<file path="config.mk">
export PLATFORM = sky130hd
export DESIGN_NAME = pid_step_flat
export DESIGN_NICKNAME = d
export VERILOG_FILES = /design/src/rtl/pid_pkg.sv /design/src/rtl/pid_if.sv /design/src/rtl/pid_div.sv /design/src/rtl/pid_mac.sv /design/src/rtl/pid_step.sv /design/src/flat_wrapper.sv
export SDC_FILE = /design/constraint.sdc
export NUM_CORES = 2
export LEC_CHECK = 0
export BUFFER_PORTS_ARGS = -buffer_cell sky130_fd_sc_hd__buf_2
export CAP_MARGIN = 5
export CORE_MARGIN = 4
export CORE_UTILIZATION = 35
export CTS_BUF_LIST = sky130_fd_sc_hd__clkbuf_4 sky130_fd_sc_hd__clkbuf_8
export CTS_CLUSTER_DIAMETER = 150
export DETAILED_ROUTE_END_ITERATION = 8
export PLACE_DENSITY_LB_ADDON = 0.25
export SLEW_MARGIN = 20
export SYNTH_ARGS = -nofsm -noshare
export SYNTH_HDL_FRONTEND = slang
export SYNTH_HIERARCHICAL = 1
export SYNTH_SLANG_ARGS = --single-unit
</file>
<file path="constraint.sdc">
create_clock -name clk -period 22.7 [get_ports clk]
set_input_delay 0 -clock clk [delete_from_list [all_inputs] [get_ports clk]]
set_output_delay 0 -clock clk [all_outputs]
set_load 0.05 [all_outputs]
</file>
<file path="src/rtl/pid_pkg.sv">
// Shared widths, register indexes and control types for the PID step block.
// Used by the channel interfaces, the divider, the multiply-accumulate unit and the top level.
// Depends on nothing.
`default_nettype none

package pid_pkg;

  // Field and datapath widths.
  localparam int DATA_W     = 16;  // target, measured, elapsed, gains, period
  localparam int ERR_W      = 17;  // target - measured
  localparam int DIFF_W     = 18;  // error - last error
  localparam int INT_W      = 48;  // integral accumulator
  localparam int DRIVE_W    = 32;  // saturated output and derivative
  localparam int OPA_W      = 17;  // multiplier operand a, signed
  localparam int OPB_W      = 33;  // multiplier operand b, signed
  localparam int PROD_W     = OPA_W + OPB_W;
  localparam int ACC_W      = 66;  // output sum held with 24 fraction bits
  localparam int ACC_FRAC   = 24;
  localparam int INT_SPLIT  = 24;  // integral is multiplied in two halves
  localparam int DIV_N_W    = DIFF_W + DATA_W;
  localparam int DIV_CNT_W  = $clog2(DIV_N_W);
  localparam int CFG_IDX_W  = 2;
  localparam int CFG_DATA_W = 16;

  // Configuration register indexes.
  localparam logic [CFG_IDX_W-1:0] REG_GAIN_P       = 2'd0;
  localparam logic [CFG_IDX_W-1:0] REG_GAIN_I       = 2'd1;
  localparam logic [CFG_IDX_W-1:0] REG_GAIN_D       = 2'd2;
  localparam logic [CFG_IDX_W-1:0] REG_FIXED_PERIOD = 2'd3;

  // Sequencer states.
  typedef enum logic [3:0] {
    S_IDLE,
    S_M_INT,
    S_M_P,
    S_M_ILO,
    S_M_IHI,
    S_A_IHI,
    S_WAIT_DIV,
    S_M_D,
    S_A_D,
    S_DONE
  } state_t;

  // Accumulator operations; the number gives the left shift of the product.
  typedef enum logic [2:0] {
    ACC_HOLD,
    ACC_LOAD16,
    ACC_ADD0,
    ACC_ADD16,
    ACC_ADD24
  } acc_op_t;

  // Control from the sequencer to the multiply-accumulate unit.
  typedef struct packed {
    logic    mul_en;
    acc_op_t acc_op;
  } mac_ctrl_t;

  // Status from the serial divider.
  typedef struct packed {
    logic busy;
    logic sat;
  } div_stat_t;

endpackage

`default_nettype wire

</file>
<file path="src/rtl/pid_if.sv">
// Valid/ready channel interfaces for PID requests and results.
// Depends on pid_pkg for the field widths.
`default_nettype none

interface pid_in_if;
  import pid_pkg::*;

  logic                     valid;
  logic                     ready;
  logic signed [DATA_W-1:0] target;
  logic signed [DATA_W-1:0] measured;
  logic        [DATA_W-1:0] elapsed;

  modport source (output valid, target, measured, elapsed, input ready);
  modport sink   (input valid, target, measured, elapsed, output ready);
endinterface

interface pid_out_if;
  import pid_pkg::*;

  logic                      valid;
  logic                      ready;
  logic signed [DRIVE_W-1:0] drive;
  logic signed [ERR_W-1:0]   error_now;
  logic                      clipped;

  modport source (output valid, drive, error_now, clipped, input ready);
  modport sink   (input valid, drive, error_now, clipped, output ready);
endinterface

`default_nettype wire

</file>
<file path="src/rtl/pid_div.sv">
// Restoring serial divider for the derivative: (diff * 65536) / dt, truncated toward zero.
// One quotient bit per cycle, then saturation to 32 bits signed. Depends on pid_pkg.
`default_nettype none

module pid_div (
  input  wire logic                              clk,
  input  wire logic                              rst,
  input  wire logic                              start,
  input  wire logic signed [pid_pkg::DIFF_W-1:0] diff,
  input  wire logic        [pid_pkg::DATA_W-1:0] divisor,
  output pid_pkg::div_stat_t                     stat,
  output logic signed [pid_pkg::DRIVE_W-1:0]     quotient
);
  import pid_pkg::*;

  logic                 busy;
  logic [DIV_CNT_W-1:0] cnt;
  logic [DIV_N_W-1:0]   quo;
  logic [DATA_W-1:0]    rem;
  logic [DATA_W-1:0]    dsr;
  logic                 neg;

  logic [DIFF_W-1:0]    mag;
  logic [DATA_W:0]      rem_sh;
  logic                 take;
  logic                 big;
  logic                 is_min;
  logic                 sat;

  // Magnitude of the signed difference.
  assign mag = diff[DIFF_W-1] ? DIFF_W'(-diff) : DIFF_W'(diff);

  // One restoring step: shift in the next dividend bit and try a subtract.
  assign rem_sh = {rem, quo[DIV_N_W-1]};
  assign take   = (rem_sh >= {1'b0, dsr});

  // Control: busy for one cycle per quotient bit.
  always_ff @(posedge clk) begin
    if (rst) begin
      busy <= 1'b0;
    end else if (start) begin
      busy <= 1'b1;
    end else if (busy && cnt == '0) begin
      busy <= 1'b0;
    end
  end

  // Datapath: the quotient shifts into the dividend register.
  always_ff @(posedge clk) begin
    if (start) begin
      quo <= {mag, {DATA_W{1'b0}}};
      rem <= '0;
      dsr <= divisor;
      neg <= diff[DIFF_W-1];
      cnt <= DIV_CNT_W'(DIV_N_W - 1);
    end else if (busy) begin
      rem <= take ? DATA_W'(rem_sh - {1'b0, dsr}) : rem_sh[DATA_W-1:0];
      quo <= {quo[DIV_N_W-2:0], take};
      cnt <= cnt - 1'b1;
    end
  end

  // Saturate the signed result to 32 bits.
  assign big    = |quo[DIV_N_W-1:DRIVE_W-1];
  assign is_min = (quo[DIV_N_W-1:DRIVE_W] == '0) && quo[DRIVE_W-1] &&
                  (quo[DRIVE_W-2:0] == '0);
  assign sat    = big && !(neg && is_min);

  always_comb begin
    if (sat) begin
      quotient = neg ? {1'b1, {(DRIVE_W-1){1'b0}}} : {1'b0, {(DRIVE_W-1){1'b1}}};
    end else if (neg) begin
      quotient = DRIVE_W'(-quo[DRIVE_W-1:0]);
    end else begin
      quotient = quo[DRIVE_W-1:0];
    end
  end

  assign stat.busy = busy;
  assign stat.sat  = sat;

endmodule

`default_nettype wire

</file>
<file path="src/rtl/pid_mac.sv">
// Shared multiplier with a registered product and a shifting accumulator.
// Every product of the PID step passes through this one unit. Depends on pid_pkg.
`default_nettype none

module pid_mac (
  input  wire logic                              clk,
  input  wire pid_pkg::mac_ctrl_t                ctrl,
  input  wire logic signed [pid_pkg::OPA_W-1:0]  op_a,
  input  wire logic signed [pid_pkg::OPB_W-1:0]  op_b,
  output logic signed [pid_pkg::PROD_W-1:0]      prod,
  output logic signed [pid_pkg::ACC_W-1:0]       acc
);
  import pid_pkg::*;

  logic signed [ACC_W-1:0] prod_x;

  // Registered multiply.
  always_ff @(posedge clk) begin
    if (ctrl.mul_en) begin
      prod <= PROD_W'(op_a) * PROD_W'(op_b);
    end
  end

  assign prod_x = ACC_W'(prod);

  // Accumulate the previous product at the scale the sequencer asks for.
  always_ff @(posedge clk) begin
    case (ctrl.acc_op)
      ACC_LOAD16: acc <= prod_x <<< 16;
      ACC_ADD0:   acc <= acc + prod_x;
      ACC_ADD16:  acc <= acc + (prod_x <<< 16);
      ACC_ADD24:  acc <= acc + (prod_x <<< 24);
      default:    acc <= acc;
    endcase
  end

endmodule

`default_nettype wire

</file>
<file path="src/rtl/pid_step.sv">
// PID controller step: sequencer, configuration registers, integral state and result register.
// Depends on pid_pkg, pid_if, pid_div and pid_mac.
//
// Usage:
//   Each request on the sample channel carries target, measured and elapsed. The block
//   answers with one result on the result channel: drive, error_now and clipped.
//   Gains and the fixed period are written through cfg_we / cfg_index / cfg_data while
//   no request is in flight; a fixed period of zero makes each request use its elapsed.
// Timing:
//   A request is accepted only when the sequencer is idle. The result waits on the serial
//   divider for the derivative, which produces one of 34 quotient bits per cycle; the shared
//   multiplier works through the proportional and integral products while the divider runs.
//   The sequencer is ready again in the cycle after it loads the result, so it takes a
//   new request only once the previous result has been loaded.
// Stalls:
//   The result sits in an output register. The next request is accepted while that
//   result waits; its own result is held back until the receiver has taken the previous.
// Reset:
//   rst is synchronous and active high. It clears the gains, the fixed period, the
//   integral, the last error and the result valid flag, and returns the sequencer to idle.
`default_nettype none

module pid_step (
  input  wire logic                             clk,
  input  wire logic                             rst,
  pid_in_if.sink                                sample,
  pid_out_if.source                             result,
  input  wire logic                             cfg_we,
  input  wire logic [pid_pkg::CFG_IDX_W-1:0]    cfg_index,
  input  wire logic [pid_pkg::CFG_DATA_W-1:0]   cfg_data
);
  import pid_pkg::*;

  // Configuration registers.
  logic [DATA_W-1:0] gain_p;
  logic [DATA_W-1:0] gain_i;
  logic [DATA_W-1:0] gain_d;
  logic [DATA_W-1:0] fixed_period;

  // Controller state and per-request values.
  logic signed [ERR_W-1:0]  last_error;
  logic signed [INT_W-1:0]  integral_sum;
  logic signed [ERR_W-1:0]  err_r;
  logic        [DATA_W-1:0] dt_r;

  state_t state;
  state_t state_next;

  logic                      accept;
  logic                      out_free;
  logic                      int_upd;
  logic                      out_load;
  logic                      ready_c;
  mac_ctrl_t                 mac_ctrl;
  logic signed [OPA_W-1:0]   op_a;
  logic signed [OPB_W-1:0]   op_b;
  logic signed [PROD_W-1:0]  prod;
  logic signed [ACC_W-1:0]   acc;
  div_stat_t                 div_stat;
  logic signed [DRIVE_W-1:0] deriv;

  logic        [DATA_W-1:0]  dt_raw;
  logic        [DATA_W-1:0]  dt_sel;
  logic signed [ERR_W-1:0]   err_in;
  logic signed [DIFF_W-1:0]  diff_in;
  logic signed [INT_W:0]     int_sum;
  logic signed [INT_W-1:0]   int_sat;
  logic [ACC_W-1:DRIVE_W+ACC_FRAC-1] acc_top;
  logic                      drive_fits;
  logic signed [DRIVE_W-1:0] drive_sat;

  assign accept   = sample.valid && sample.ready;
  assign out_free = !result.valid || result.ready;
  assign sample.ready = ready_c;

  // Request decode: error, period selection and derivative difference.
  assign err_in  = ERR_W'(sample.target) - ERR_W'(sample.measured);
  assign dt_raw  = (fixed_period != '0) ? fixed_period : sample.elapsed;
  assign dt_sel  = (dt_raw == '0) ? DATA_W'(1) : dt_raw;
  assign diff_in = DIFF_W'(err_in) - DIFF_W'(last_error);

  // Configuration writes.
  always_ff @(posedge clk) begin
    if (rst) begin
      gain_p       <= '0;
      gain_i       <= '0;
      gain_d       <= '0;
      fixed_period <= '0;
    end else if (cfg_we) begin
      case (cfg_index)
        REG_GAIN_P:       gain_p       <= cfg_data;
        REG_GAIN_I:       gain_i       <= cfg_data;
        REG_GAIN_D:       gain_d       <= cfg_data;
        REG_FIXED_PERIOD: fixed_period <= cfg_data;
        default:          ;
      endcase
    end
  end

  // Sequencer state register.
  always_ff @(posedge clk) begin
    if (rst) begin
      state <= S_IDLE;
    end else begin
      state <= state_next;
    end
  end

  // Next-state logic.
  always_comb begin
    state_next = state;
    case (state)
      S_IDLE:     if (sample.valid) state_next = S_M_INT;
      S_M_INT:    state_next = S_M_P;
      S_M_P:      state_next = S_M_ILO;
      S_M_ILO:    state_next = S_M_IHI;
      S_M_IHI:    state_next = S_A_IHI;
      S_A_IHI:    state_next = S_WAIT_DIV;
      S_WAIT_DIV: if (!div_stat.busy) state_next = S_M_D;
      S_M_D:      state_next = S_A_D;
      S_A_D:      state_next = S_DONE;
      S_DONE:     if (out_free) state_next = S_IDLE;
      default:    state_next = S_IDLE;
    endcase
  end

  // Sequencer outputs: multiplier operands, accumulator op and register strobes.
  always_comb begin
    ready_c         = 1'b0;
    int_upd         = 1'b0;
    out_load        = 1'b0;
    mac_ctrl.mul_en = 1'b0;
    mac_ctrl.acc_op = ACC_HOLD;
    op_a            = OPA_W'(err_r);
    op_b            = OPB_W'(signed'({1'b0, dt_r}));
    case (state)
      S_IDLE: begin
        ready_c = 1'b1;
      end
      S_M_INT: begin
        mac_ctrl.mul_en = 1'b1;
      end
      S_M_P: begin
        mac_ctrl.mul_en = 1'b1;
        int_upd         = 1'b1;
        op_a            = signed'({1'b0, gain_p});
        op_b            = OPB_W'(err_r);
      end
      S_M_ILO: begin
        mac_ctrl.mul_en = 1'b1;
        mac_ctrl.acc_op = ACC_LOAD16;
        op_a            = signed'({1'b0, gain_i});
        op_b            = OPB_W'(signed'({1'b0, integral_sum[INT_SPLIT-1:0]}));
      end
      S_M_IHI: begin
        mac_ctrl.mul_en = 1'b1;
        mac_ctrl.acc_op = ACC_ADD0;
        op_a            = signed'({1'b0, gain_i});
        op_b            = OPB_W'(signed'(integral_sum[INT_W-1:INT_SPLIT]));
      end
      S_A_IHI: begin
        mac_ctrl.acc_op = ACC_ADD24;
      end
      S_M_D: begin
        mac_ctrl.mul_en = 1'b1;
        op_a            = signed'({1'b0, gain_d});
        op_b            = OPB_W'(deriv);
      end
      S_A_D: begin
        mac_ctrl.acc_op = ACC_ADD16;
      end
      S_DONE: begin
        out_load = out_free;
      end
      default: ;
    endcase
  end

  // Saturating integral update with the error * dt product.
  assign int_sum = (INT_W+1)'(integral_sum) + (INT_W+1)'(prod);
  assign int_sat = (int_sum[INT_W] != int_sum[INT_W-1]) ?
                   {int_sum[INT_W], {(INT_W-1){!int_sum[INT_W]}}} : int_sum[INT_W-1:0];

  // Request capture and controller state.
  always_ff @(posedge clk) begin
    if (rst) begin
      last_error   <= '0;
      integral_sum <= '0;
    end else begin
      if (accept) begin
        last_error <= err_in;
      end
      if (int_upd) begin
        integral_sum <= int_sat;
      end
    end
  end

  always_ff @(posedge clk) begin
    if (accept) begin
      err_r <= err_in;
      dt_r  <= dt_sel;
    end
  end

  // Drive: floor of the accumulated sum to whole units, saturated to 32 bits.
  assign acc_top    = acc[ACC_W-1:DRIVE_W+ACC_FRAC-1];
  assign drive_fits = (&acc_top) || !(|acc_top);
  assign drive_sat  = drive_fits ? acc[DRIVE_W+ACC_FRAC-1:ACC_FRAC] :
                      {acc[ACC_W-1], {(DRIVE_W-1){!acc[ACC_W-1]}}};

  // Result register.
  always_ff @(posedge clk) begin
    if (rst) begin
      result.valid <= 1'b0;
    end else if (out_load) begin
      result.valid <= 1'b1;
    end else if (result.ready) begin
      result.valid <= 1'b0;
    end
  end

  always_ff @(posedge clk) begin
    if (out_load) begin
      result.drive     <= drive_sat;
      result.error_now <= err_r;
      result.clipped   <= div_stat.sat || !drive_fits;
    end
  end

  // Serial divider for the derivative.
  pid_div u_div (
    .clk      (clk),
    .rst      (rst),
    .start    (accept),
    .diff     (diff_in),
    .divisor  (dt_sel),
    .stat     (div_stat),
    .quotient (deriv)
  );

  // Shared multiplier and accumulator.
  pid_mac u_mac (
    .clk  (clk),
    .ctrl (mac_ctrl),
    .op_a (op_a),
    .op_b (op_b),
    .prod (prod),
    .acc  (acc)
  );

`ifndef NO_ASSERTIONS
  // The divider only runs while a request is being worked on.
  a_div_idle: assert property (@(posedge clk) disable iff (rst)
    (state == S_IDLE) |-> !div_stat.busy)
    else $error("divider busy while the sequencer is idle");

  // An accepted request starts the divider and the multiply sequence together.
  a_start: assert property (@(posedge clk) disable iff (rst)
    accept |=> (div_stat.busy && state == S_M_INT))
    else $error("request accepted without starting divider and sequencer");

  // The derivative product is only formed from a finished quotient.
  a_deriv_done: assert property (@(posedge clk) disable iff (rst)
    (state == S_M_D) |-> !div_stat.busy)
    else $error("derivative multiplied before the divider finished");

  // A new result only comes from the final sequencer step.
  a_out_rise: assert property (@(posedge clk) disable iff (rst)
    $rose(result.valid) |-> ($past(state) == S_DONE))
    else $error("result raised outside the final step");
`endif

endmodule

`default_nettype wire
</file>
<file path="src/flat_wrapper.sv">
// flat-port wrapper written by rule: the top's interface ports become plain ports
module pid_step_flat import pid_pkg::*;
  (clk, rst, cfg_we, cfg_index, cfg_data, sample_valid, sample_target, sample_measured, sample_elapsed, sample_ready, result_valid, result_drive, result_error_now, result_clipped, result_ready);
  pid_in_if sample_i ();
  pid_out_if result_i ();
  input  wire logic clk;
  input  wire logic rst;
  input  wire logic cfg_we;
  input  wire logic [pid_pkg::CFG_IDX_W-1:0] cfg_index;
  input  wire logic [pid_pkg::CFG_DATA_W-1:0] cfg_data;
  input wire logic [$bits(sample_i.valid)-1:0] sample_valid;
  input wire logic [$bits(sample_i.target)-1:0] sample_target;
  input wire logic [$bits(sample_i.measured)-1:0] sample_measured;
  input wire logic [$bits(sample_i.elapsed)-1:0] sample_elapsed;
  output wire logic [$bits(sample_i.ready)-1:0] sample_ready;
  output wire logic [$bits(result_i.valid)-1:0] result_valid;
  output wire logic [$bits(result_i.drive)-1:0] result_drive;
  output wire logic [$bits(result_i.error_now)-1:0] result_error_now;
  output wire logic [$bits(result_i.clipped)-1:0] result_clipped;
  input wire logic [$bits(result_i.ready)-1:0] result_ready;
  assign sample_i.valid = sample_valid;
  assign sample_i.target = sample_target;
  assign sample_i.measured = sample_measured;
  assign sample_i.elapsed = sample_elapsed;
  assign sample_ready = sample_i.ready;
  assign result_valid = result_i.valid;
  assign result_drive = result_i.drive;
  assign result_error_now = result_i.error_now;
  assign result_clipped = result_i.clipped;
  assign result_i.ready = result_ready;
  pid_step u_core (.clk(clk), .rst(rst), .sample(sample_i), .result(result_i), .cfg_we(cfg_we), .cfg_index(cfg_index), .cfg_data(cfg_data));
endmodule
</file>
[Yosys cells after proc, flatten, opt, wreduce, memory -nomap -nowiden]
Index checks and enable logic that the tools add are counted.
Widths: inputs -> output; s select.
Storage, ports and cells
  register bits: 391
  output and inout bits: 52
  logic and storage cells: 115
Operators by class
  add/subtract/negate cells: 10
  multipliers: 1
  magnitude comparators: 1
  eq/ne operators: 20
  muxes and demuxes: 26
  reduce and logical (&&, ||, !) cells: 36
Operators by type and width (count)
  $pmux 66 s4: 1
  $add 66x66->66: 2
  $pmux 33 s4: 1
  $mux 32: 4
  $mux 34: 2
  $add 66x50->66: 1
  $pmux 17 s3: 1
  $mul 17x33->50: 1
  $add 48x49->49: 1
  $mux 48: 1
  $pmux 4 s10: 1
  $mux 16: 2
  $neg 32->32: 1
  $logic_not 31->1: 1
  $mux 18: 1
  $neg 18->18: 1
  $sub 17x17->18: 1
  $ge 17x16->1: 1
  $sub 16x16->17: 1
  $eq 4x3->1 const B: 4
  $logic_not 16->1: 1
  $reduce_bool 16->1: 1
  $sub 16x16->16: 1
  $mux 4: 3
  other kinds (29): 59

[Longest topological paths before layout]
  depth in word-level cells: 9
  depth in mapped cells: 38

[Hierarchy]
The synthesis kept the hierarchy.
Modules (own cells, without submodules)
  pid_mac: instances 1, cells an instance 3718, area each 32384.8 µm²
  pid_step: instances 1, cells an instance 1669, area each 13843.3 µm²
  pid_div: instances 1, cells an instance 609, area each 5144.9 µm²

[Worst setup path before layout]
OpenSTA, ideal clock, no wires.
  path type: reg-to-reg
  start: register u_core.u_div.quo[26]
  end: register u_core/u_mac/prod[49] in the netlist's numbering, data pin
  setup time: 0.260 ns
  arrival time: 8.418 ns
  required time: 22.440 ns
  path slack: 14.022 ns
  cell stages (with the launch flop): 34
  buffers on the path: 2
  clock period less this slack: 8.678 ns
  cell sequence: edfxtp_1 or4_4 or3_4 nor4_2 a21o_2 inv_2 buf_2 a21oi_1 o22a_1 a22oi_1 nand3_1 clkbuf_1 nand2_1 fa_1 fa_1 fa_1 fa_1 inv_1 fa_1 inv_1 fa_1 inv_1 ha_1 a211o_1 nor4_1 o21ai_0 nor3b_1 or4_1 a31oi_2 o31ai_2 a311o_1 a31oi_1 o21bai_1 xnor2_1
Between the ends
  longest elaborated chain between the ends: 8
  elaborated cells on any way between the ends: 10
  those cells by class: 1 x add/sub; 1 x mul; 3 x mux; 5 x reduce/logical
Ends and longest elaborated chain
  from (decl): RTL line pid_div.sv:18  | logic [DIV_N_W-1:0] quo;
  from (signal assigned): RTL line pid_div.sv:51  | quo <= {mag, {DATA_W{1'b0}}};
  from (signal assigned): RTL line pid_div.sv:58  | quo <= {quo[DIV_N_W-2:0], take};
  $logic_not 31->1: RTL line pid_div.sv:66  | (quo[DRIVE_W-2:0] == '0);
  $logic_and 1x1->1: RTL line pid_div.sv:65  | assign is_min = (quo[DIV_N_W-1:DRIVE_W] == '0) && quo[DRIVE_W-1] &&
  $logic_and 1x1->1: RTL line pid_div.sv:67  | assign sat = big && !(neg && is_min);
  $logic_not 1->1: RTL line pid_div.sv:67
  $logic_and 1x1->1: RTL line pid_div.sv:67
  net u_core.u_div.sat: RTL line pid_div.sv:28  | logic sat;
  $mux 32: RTL line pid_div.sv:70  | if (sat) begin
  net u_core.deriv[8]: RTL line pid_step.sv:60  | logic signed [DRIVE_W-1:0] deriv;
  $pmux 33 s4: RTL line pid_step.sv:136  | case (state)
  net u_core.op_b[8]: RTL line pid_step.sv:56  | logic signed [OPB_W-1:0] op_b;
  $mul 17x33->50: RTL line pid_mac.sv:20  | prod <= PROD_W'(op_a) * PROD_W'(op_b);
  to (signal assigned): RTL line pid_mac.sv:20
  to (decl): RTL line pid_mac.sv:10  | output logic signed [pid_pkg::PROD_W-1:0] prod,
The timed path passes the listed nets, and every way through them passes these cells.
A chain may end at the register's enable or synchronous reset.

==> impl_metrics.yaml <==
detailed_routing:
  wl_per_cell_um: 21.82
  drtAntennaViolNets: 0
  drt_drc_violations_left: 0
  routed_wl_mm: 175.4
  dr_total_vias: 44500
  first_iter_violations: 3535
  dr.pass1.iters: 7
  viasPerCell: 5.536
floorplan:
  chipWidth_um: 391.1
  row_count: 140
  core_area_mm2: 0.1457
  io_pins: 123
  die_y_um: 391.1
  initial_core_util: 0.3525
  die_area_mm2: 0.1530
timing:
  setup_ws_ns: 12.64
  finalSetupViolCount: 0
  finalHoldViolCount: 0
  fmax_ghz: 0.09937
  hold_ws_ns: 0.09954
  final.setup_skew_ns: 0.05504
  rsz0062_at_grt: "no"
  setup_tns_ns: 0
  final.period_utilization: 0.4433
  fin_crit_ns: 10.06
  slew_headroom: 0.2545
  slew_viol_final: 0
  tightest_slew_ns: 1.115
logic_synthesis:
  yosys_most_used_dff: "edfxtp_1"
  syn_nets: 6982
  netlist-cell-type-count: 104
  yosys_warnings: 6
  async_flop_share: 0
  synth_area_mm2: 0.05137
  yosysSeqAreaShare: 0.2042
  syn_avg_cell_area_um2: 8.568
  synth-seq-cells: 407
  synth_edf_count: 234
  syn_inst: 5996
clock_tree:
  cts_tree: "built"
  clk_pin_slew_ns: 0.06
  cts.sinks: 407
  ctsHoldBuffers: 104
  cts_root_buf: "clkbuf_8"
  cts_buffer_depth: 3
  numCtsBuffers: 78
  cts_setup_buffers: 0
  htreeDepth: 3
  clk_latency_ns: 0.80
  ctsResizeCount: 0
setup_path:
  reg2reg_from: "u_core/u_div/quo[26]"
  crit_type: "reg2reg"
  startpoint: "u_core/u_div/quo[26]"
  cp.arrival_ns: 10.58
  crit_path_top_delay_cell: "nand2_1"
  reg2regPathDepth: 34
  slowest_delay_ns: 0.71
  worstPathRequired_ns: 23.22
  cp-start-kind: "flop"
  reg2reg_slack_ns: 12.64
  endpoint: "u_core/u_mac/prod[46]"
  reg2reg_to: "u_core/u_mac/prod[46]"
  crit_path_end_kind: "flop"
  path_max_fanout: 26
cells_and_area:
  drive_gt1_frac: 0.06882
  final_cell_mix: "nand2_1, inv_1, fa_1"
  final_common_cell: "nand2_1"
  area_growth_pct: 9.810
  final_net_count: 7037
  nFillCells: 14820
grt:
  grt_first_pass_wirelength_mm: 269.4
  grtUsageTotal: 0.2269
  antenna_found_initial: 6
  grt_max_degree: 96
  gr-total-overflow: 0
  grt_pass1_vias: 44720
outcome:
  status: "finished, final reports clean"
place:
  portBuffers: 122
  place.gp.congestion: 0.9344
  dpl.hpwl_mm: 130.0
  dp_slack_ns: 12.69
job:
  cap_viol_max_count: 0
hold_path:
  hp-start: "sample_target[0]"
  min_path_type: "in2reg"
==> cell type report <==
cell class | count | area, µm² | area share
Multi-Input combinational cell | 4547 | 37030 | 0.6564
Sequential cell | 407 | 10490 | 0.1860
Inverter | 733 | 2754 | 0.04882
Tap cell | 1917 | 2399 | 0.04252
Timing Repair Buffer | 284 | 2090 | 0.03704
Clock buffer | 111 | 1365 | 0.02420
Clock inverter | 35 | 277.8 | 0.004924
Antenna cell | 4 | 10.01 | 0.0001774
==> per-layer routing <==
metal	GRT usage	part of all wire	up-vias	wire length (µm)
li1	-	-	20650	-
met1	0.3078	0.44	21960	77480
met2	0.3678	0.46	1557	79850
met3	0.03195	0.064	322	11310
met4	0.08547	0.039	2	6758
met5	0	0.000046	-	8
==> flip-flops by register name (all words and copies together) (netlist names), 17 cells and up <==
name,flops
u_core/last_error,17
u_core/err_r,17
u_core/u_div/quo,34
u_core/u_mac/acc,66
u_core/u_mac/prod,50
u_core/result.error_now,17
u_core/integral_sum,48
u_core/result.drive,32
==> cell usage after synthesis (21+ instances only) <==
master,count,area share
nand2_1,783,0.057
inv_1,732,0.053
fa_1,543,0.21
a21oi_1,416,0.041
ha_1,372,0.091
nor2_1,334,0.024
clkbuf_1,267,0.020
and2_1,262,0.032
edfxtp_1,234,0.14
a21o_1,208,0.030
o21ai_0,188,0.018
xnor2_1,186,0.032
dfxtp_1,173,0.067
nand3_1,111,0.011
xor2_1,95,0.016
nor3_1,78,0.0076
o211ai_1,76,0.011
a311oi_1,61,0.010
nand4_1,58,0.0071
a31oi_1,52,0.0063
a22oi_1,50,0.0073
nand2b_1,50,0.0061
a211oi_1,47,0.0069
o21a_1,44,0.0064
o21bai_1,43,0.0063
and3_1,37,0.0045
nor2b_1,35,0.0043
or3_1,29,0.0035
nor4_1,25,0.0030
o31ai_1,24,0.0035
mux2i_1,23,0.0045
a222oi_1,21,0.0041
==> worst min-delay path by stage <==
stage	depth (start not counted)	slack, ns	to
final	7	0.1	u_core/u_div/quo[16]
after global routing	4	0.08	u_core/gain_p[5]
after CTS	7	0.004	u_core/last_error[4]
after detailed placement	3	0.34	u_core/fixed_period[4]
after global placement	3	0.33	u_core/fixed_period[3]
after floorplan	1	0.07	u_core/u_div/busy
==> stage by stage <==
step / util / std cells / instance area (µm²)
4_1_cts: 0.3870 / 8034 / 56400
2_1_floorplan: - / 5996 / 51370
3_5_place_dp: 0.3686 / 7784 / 53710
5_1_grt: 0.3871 / 8037 / 56410
6_report: 0.3871 / 8038 / 56410
3_3_place_gp: 0.3686 / 7784 / 53710
==> critical path: cells and delay by family (launching register included) <==
family / cells / cell delay, ns
AOI/OAI and AO/OA: 13 / 2.68
xor gates and xnor gates: 1 / 0.16
adders and majority gates: 7 / 3.47
buffers and inverters: 6 / 0.56
DFF: 1 / 0.47
and+or+nand+nor: 7 / 2.45
==> logic make-up after synthesis <==
logic type | synth area share
simple gates | 0.1723
flops | 0.2042
buf+inv | 0.07750
compound gates | 0.1908
mux | 0.004701
fa+ha+maj | 0.3022
xor+xnor | 0.04822
Power is left out: the tool's default activity adds up to more than one toggle a clock period on the data nets, which glitch-free logic cannot reach.
